$ cat src/design/bsf_pkg.sv
// Shared types and codes for the byte ring buffer with start-code framing.
package bsf_pkg;

    // Request function codes
    localparam logic [1:0] FUNC_PUSH  = 2'd0;
    localparam logic [1:0] FUNC_READ  = 2'd1;
    localparam logic [1:0] FUNC_QUERY = 2'd2;

    // Result status codes
    localparam logic [1:0] ST_OK      = 2'd0;
    localparam logic [1:0] ST_OVF     = 2'd1;
    localparam logic [1:0] ST_NODATA  = 2'd2;
    localparam logic [1:0] ST_NOFRAME = 2'd3;

    // Start code 00 00 01 and the minimum fill for a frame query
    localparam logic [7:0] SC_ZERO   = 8'h00;
    localparam logic [7:0] SC_ONE    = 8'h01;
    localparam int         MIN_FRAME = 5;

    typedef struct packed {
        logic [1:0] func;
        logic [7:0] data_byte;
        logic [6:0] read_length;
    } t_req;

    typedef struct packed {
        logic [1:0]  status;
        logic [7:0]  out_byte;
        logic [12:0] frame_length;
        logic        last;
    } t_rsp;

    typedef enum logic [2:0] {
        S_IDLE = 3'b001,
        S_READ = 3'b010,
        S_SCAN = 3'b100
    } t_state;

endpackage

$ cat src/design/bsf_outq.sv
// Two-entry result queue that decouples the sequencer from the consumer.
module bsf_outq (
    input  logic          i_clk,
    input  logic          i_rst_n,
    input  logic          i_enq,
    input  bsf_pkg::t_rsp i_data,
    output logic          o_valid,
    output bsf_pkg::t_rsp o_data,
    input  logic          i_ready,
    output logic [1:0]    o_count
);

    bsf_pkg::t_rsp r_data [2];
    logic          r_wp;
    logic          r_rp;
    logic [1:0]    r_cnt;
    logic          w_pop;

    assign w_pop   = (r_cnt != 2'd0) && i_ready;
    assign o_valid = (r_cnt != 2'd0);
    assign o_data  = r_data[r_rp];
    assign o_count = r_cnt;

    // Advance pointers and occupancy
    always_ff @(posedge i_clk) begin
        if (!i_rst_n) begin
            r_wp  <= 1'b0;
            r_rp  <= 1'b0;
            r_cnt <= 2'd0;
        end else begin
            if (i_enq) begin
                r_wp <= ~r_wp;
            end
            if (w_pop) begin
                r_rp <= ~r_rp;
            end
            r_cnt <= r_cnt + 2'(i_enq) - 2'(w_pop);
        end
    end

    // Hold entry payload
    always_ff @(posedge i_clk) begin
        if (i_enq) begin
            r_data[r_wp] <= i_data;
        end
    end

endmodule

$ cat config.mk
export PLATFORM = sky130hd
export DESIGN_NAME = bsf_outq
export DESIGN_NICKNAME = d
export VERILOG_FILES = /design/src/design/bsf_pkg.sv /design/src/design/bsf_outq.sv
export SDC_FILE = /design/constraint.sdc
export NUM_CORES = 1
export LEC_CHECK = 0
export BUFFER_PORTS_ARGS = -buffer_cell sky130_fd_sc_hd__buf_2
export CAP_MARGIN = 5
export CORE_MARGIN = 2
export CORE_UTILIZATION = 30
export CTS_BUF_LIST = sky130_fd_sc_hd__clkbuf_4 sky130_fd_sc_hd__clkbuf_8
export CTS_CLUSTER_DIAMETER = 100
export DETAILED_ROUTE_END_ITERATION = 10
export HOLD_SLACK_MARGIN = 0.15
export PLACE_DENSITY_LB_ADDON = 0.2
export SYNTH_ARGS = -nofsm -noshare
export SYNTH_HDL_FRONTEND = slang
export SYNTH_SLANG_ARGS = --single-unit
$ cat constraint.sdc
create_clock -name i_clk -period 5.4 [get_ports i_clk]
set_input_delay 0.81 -clock i_clk [delete_from_list [all_inputs] [get_ports i_clk]]
set_output_delay 0.81 -clock i_clk [all_outputs]
set_load 0.02 [all_outputs]
# Word level (Yosys, flattened, before mapping)
# Memories as Yosys holds them, arrays and structs flattened. A register that Yosys moved wholly into a read port is not among the register bits.
# Index checks and enable logic that the tools add are counted.
[totals] ff_bits=4 latch_bits=0 mem_bits_rw=48 mem_bits_ro=0 in_bits=28 elab_cells=14 memories=1
[classes] add_sub_neg=2 mul=0 div_mod_pow=0 order_cmp=0 n_eq_ne=0 shifts=0 mux=4 n_bitwise=2 n_reduce_logical=2
[mem_list] memory="r_data" depth=2 word_bits=24 rd=1 rd_ports_with_merged_regs=1 wr=1 line="bsf_outq.sv:13" text="bsf_pkg::t_rsp r_data [2];"
[ops] cell="1-bit two-way mux" count=4
[ops] cell="2-bit by 1-bit adder with 2-bit output" count=1
[ops] cell="1-bit NOT" count=2
[ops] cell="2-bit nonzero test" count=1
[ops] cell="2-bit by 1-bit subtractor with 2-bit output" count=1
[ops] cell="1-bit logical AND" count=1

# Longest topological paths before layout
[logic_depth] depth_word=4 mapped_depth=6

# Worst setup path before layout
# Ideal clock, no wire load.
[synth_path] kind="input to register" start="input port i_enq" end="memory r_data[0][0] (netlist name) (enable)" setup_ns=0.409 t_arrival_ns=1.947 path_slack_ns=3.044 cell_stages=1 path_buffers=0 cell_sequence="nor2b_1"
[synth_between] elab_chain_cells=2
[synth_lines] element="from (decl)" line="bsf_outq.sv:5" text="input logic i_enq,"
[synth_lines] element="1-bit two-way mux" line="bsf_outq.sv:43" text="if (i_enq) begin"
[synth_lines] element="1-bit two-way mux (not written as such)" line="bsf_outq.sv:44" text="r_data[r_wp] <= i_data;"
[synth_lines] element="to (decl)" line="bsf_outq.sv:13"
# No other way between the ends.

==> reports/metrics.csv <==
stage,metric,value,unit
setup_path,max incr delay on CP,0.85,ns
clocking,Worst-Skew Late Latency,0.29,ns
min_path,Hold Crit Class,reg2reg,
sta,TNS Setup,0,ns
layout,Finished Cell Area,2520,sq um
sta,final count of hold timing violations,0,
setup_path,WS Path Type,reg2out,
placement,hpwl dp,2.28,mm
layout,post-layout util,37.3,%
setup_path,critical path endpoint,o_data[1],
detailed_routing,drt total wl,3.35,mm
clocking,CTS tree,yes,
synth,cells after synthesis,97,
clocking,Clock Tree Root,clkbuf_8,
setup_path,Worst path top cell family by delay,flip-flops,
setup_path,CP Depth,2,
detailed_routing,DRT Pass-1 Iters,3,
clocking,clk sinks,53,
setup_path,reg2reg setup slack,3.98,ns
layout,area delta synth->final,21.3,%
synth,Ys Warns,0,
layout,Nets,187,
sta,Slew @ Worst Pin,0.782,ns
grt,GRT Overall Usage,9.11,%
detailed_routing,drt via density,4.27,
grt,GR Layer Usage met1,9.14,%
status,status,"finished, final reports clean",
clocking,Max clock buf depth,2,
sta,RSZ-0062 raised after global routing,false,
synth,top-area cell type share of the netlist area,69.4,%
floorplanning,core box area,6760,sq um
setup_path,crit path launch type,flip-flop,
placement,"worst slack, placed",3.15,ns
clocking,htree depth,2,
setup_path,crit-path max FO,24,
synth,Post-synth top cells,"edfxtp_1 (48), mux2_4 (20), dfxtp_1 (5), mux2_2 (4), nor2b_1 (3)",
sta,Finish-stage setup viols,0,
setup_path,reg2reg end,o_count[1]$_SDFF_PN0_,
sta,Max Slew Vio Count,0,
clocking,PostCTS Resize Cnt,0,
clocking,Hold Buf Count CTS,0,
detailed_routing,vias,1013,
floorplanning,DIE HEIGHT,87.2,um
synth,"FF+latch count, synth",53,
synth,Post-synth EDFFs,48,
setup_path,Crit Reg-Reg Startpoint,o_count[0]$_SDFF_PN0_,
synth,Post-Syn Area,2080,sq um
sta,maximum clock rate,396,MHz
grt,initial antenna violation count,0,
setup_path,CP Buf/Inv Count,1,
layout,number of diodes,0,
flow_run,# Max-Cap Violations,0,
detailed_routing,WL per Instance,14.1,um
synth,"FFs w/ async S/R, synth",0,%
sta,final worst setup slack,2.88,ns
clocking,"Setup Fix Bufs, Post-CTS",0,
grt,met3 Use GR,3.22,%
synth,register area share after synthesis,74.3,%
synth,Synth cell types,16,
setup_path,CP arrival,1.71,ns
floorplanning,die area,7600,sq um
detailed_routing,ANT nets after route,0,
synth,top_reg_cell synth,edfxtp_1,
setup_path,Critical Path RT,4.59,ns
synth,most common cell in the netlist,edfxtp_1,
grt,largest net degree at the start of global routing,26,
grt,grt peak-use layer,met2,
clocking,clock-pin slew on the worst setup and hold paths,0.08,ns
floorplanning,Site Rows,30,
grt,vias in the first global route,1041,
detailed_routing,DRC errors left,0,
power_and_ir_drop,Peak VDD IR,0.203,mV
power_and_ir_drop,P per Cell Area,410,nW/um^2
setup_path,crit-path cells,"mux2_2, buf_2",
floorplanning,Die Width,87.2,um
floorplanning,I/O pins,55,
setup_path,CP max-delay cell,dfxtp_2,
power_and_ir_drop,P_leak,1.00,nW
synth,Syn Area/Cell,21.4,sq um
detailed_routing,Starting DRT DRC Count,34,
grt,first-pass GRT wire length,5.05,mm
floorplanning,Initial Utilization,30.7,%
layout,share of layout cells above drive strength 1,57.3,%
clocking,number of buffers created by CTS,5,
grt,gr ovfl total,0,
sta,Worst Clk Skew,0.00280,ns
setup_path,Crit. End Element,output pin,
placement,routability congestion estimate,0.610,
setup_path,reg2reg path depth,6,
placement,Buffers on Ports,54,
sta,minimum clock period,2.52,ns
synth,net count after synthesis,127,
grt,met2 Track Usage GR,16.5,%
synth,Synth area leader,edfxtp_1,
synth,synth top area cells,"edfxtp_1 (69%), mux2_4 (14%), dfxtp_1 (4.8%)",
placement,Post-DP Area,2410,sq um
sta,Slew HR,47.9,%
sta,final worst-path cycle share,46.7,%
==> report_power, final <==
group / leakage [nW] / switching [mW] / internal [mW] / total, mW
logic: 0.454 / 0.123 / 0.139 / 0.261
clock network: 0.0540 / 0.116 / 0.135 / 0.250
registers: 0.492 / 0.0409 / 0.481 / 0.522
total: 1.00 / 0.279 / 0.754 / 1.03
==> cell type report <==
type                       instances  area [sq um]
clock buffer                       5          68.8
clock inverter                     2          35.0
fill                             655          4240
inverter                           2          7.51
multi-input combinational         39           478
sequential                        53          1540
tap                               80           100
timing repair buffer              56           285
==> logic make-up (layout without fill, tap and decap cells) <==
| logic type | Yosys count | after routing | synth area share (%) |
|---|---|---|---|
| adder cells (fa/ha/maj) | 2 | 2 | 1.21 |
| multiplexers | 26 | 26 | 17.6 |
| AO/OA/AOI/OAI | 2 | 2 | 0.723 |
| AND/OR/NAND/NOR | 8 | 8 | 2.29 |
| buffers and inverters | 5 | 65 | 2.83 |
| flip-flops | 53 | 53 | 74.3 |
| XOR/XNOR | 1 | 1 | 1.08 |
==> worst reg2reg max path, delay by kind of cell, from the launching register on <==
| family | cells | cell delay [ns] |
|---|---|---|
| flops | 1 | 0.34 |
| buf+inv | 1 | 0.06 |
| fa+ha+maj | 2 | 0.42 |
| xor+xnor | 1 | 0.20 |
| simple gates | 1 | 0.11 |
| compound gates | 1 | 0.24 |
==> metal layers <==
layer,wire length [um],vias up
met5,0,-
met4,74,0
met3,200,5
met2,1780,34
met1,1300,489
li1,-,485
==> how the worst min path moves through the flow <==
stage | startpoint | to | slack [ns] | cells past startpoint
floorplan | r_rp$_SDFFE_PN0P_ | flip-flop | 0.45 | 2
global placement | r_rp$_SDFFE_PN0P_ | flip-flop | 0.46 | 2
detailed placement | r_rp$_SDFFE_PN0P_ | flip-flop | 0.47 | 2
CTS | r_rp$_SDFFE_PN0P_ | flip-flop | 0.48 | 2
global route | r_rp$_SDFFE_PN0P_ | flip-flop | 0.53 | 2
finish | r_rp$_SDFFE_PN0P_ | flip-flop | 0.48 | 2
==> stage by stage <==
stage,std cells,total power [mW],hold slack (ns)
finish,237,1.03,0.477
global route,237,1.09,0.531
CTS,237,1.05,0.480
detailed placement,230,0.800,0.470
global placement,230,0.794,0.459
floorplan,97,0.740,0.452
==> cell usage in the layout, fill, tap and decap left out <==
cell and n:
o21a_1 2, xnor3_1 1, buf_4 2, dfxtp_1 4, ha_1 2, clkinv_2 1, clkbuf_8 5, dfxtp_2 1
mux2i_1 2, nand2b_1 1, mux2_4 20, inv_1 2, bufinv_16 1, nand2_1 1, or2_2 1, and2_1 2
buf_2 54, nor2b_2 1, mux2_2 4, edfxtp_1 48, nor2b_1 2
==> sequential cells by signal, summed over array words and instances, names as in the netlist, named ones only <==
| signal | count |
|---|---|
| o_count | 2 |
| r_rp | 1 |
| r_data | 48 |
| r_wp | 1 |
Power figures use the tool's default switching activity.
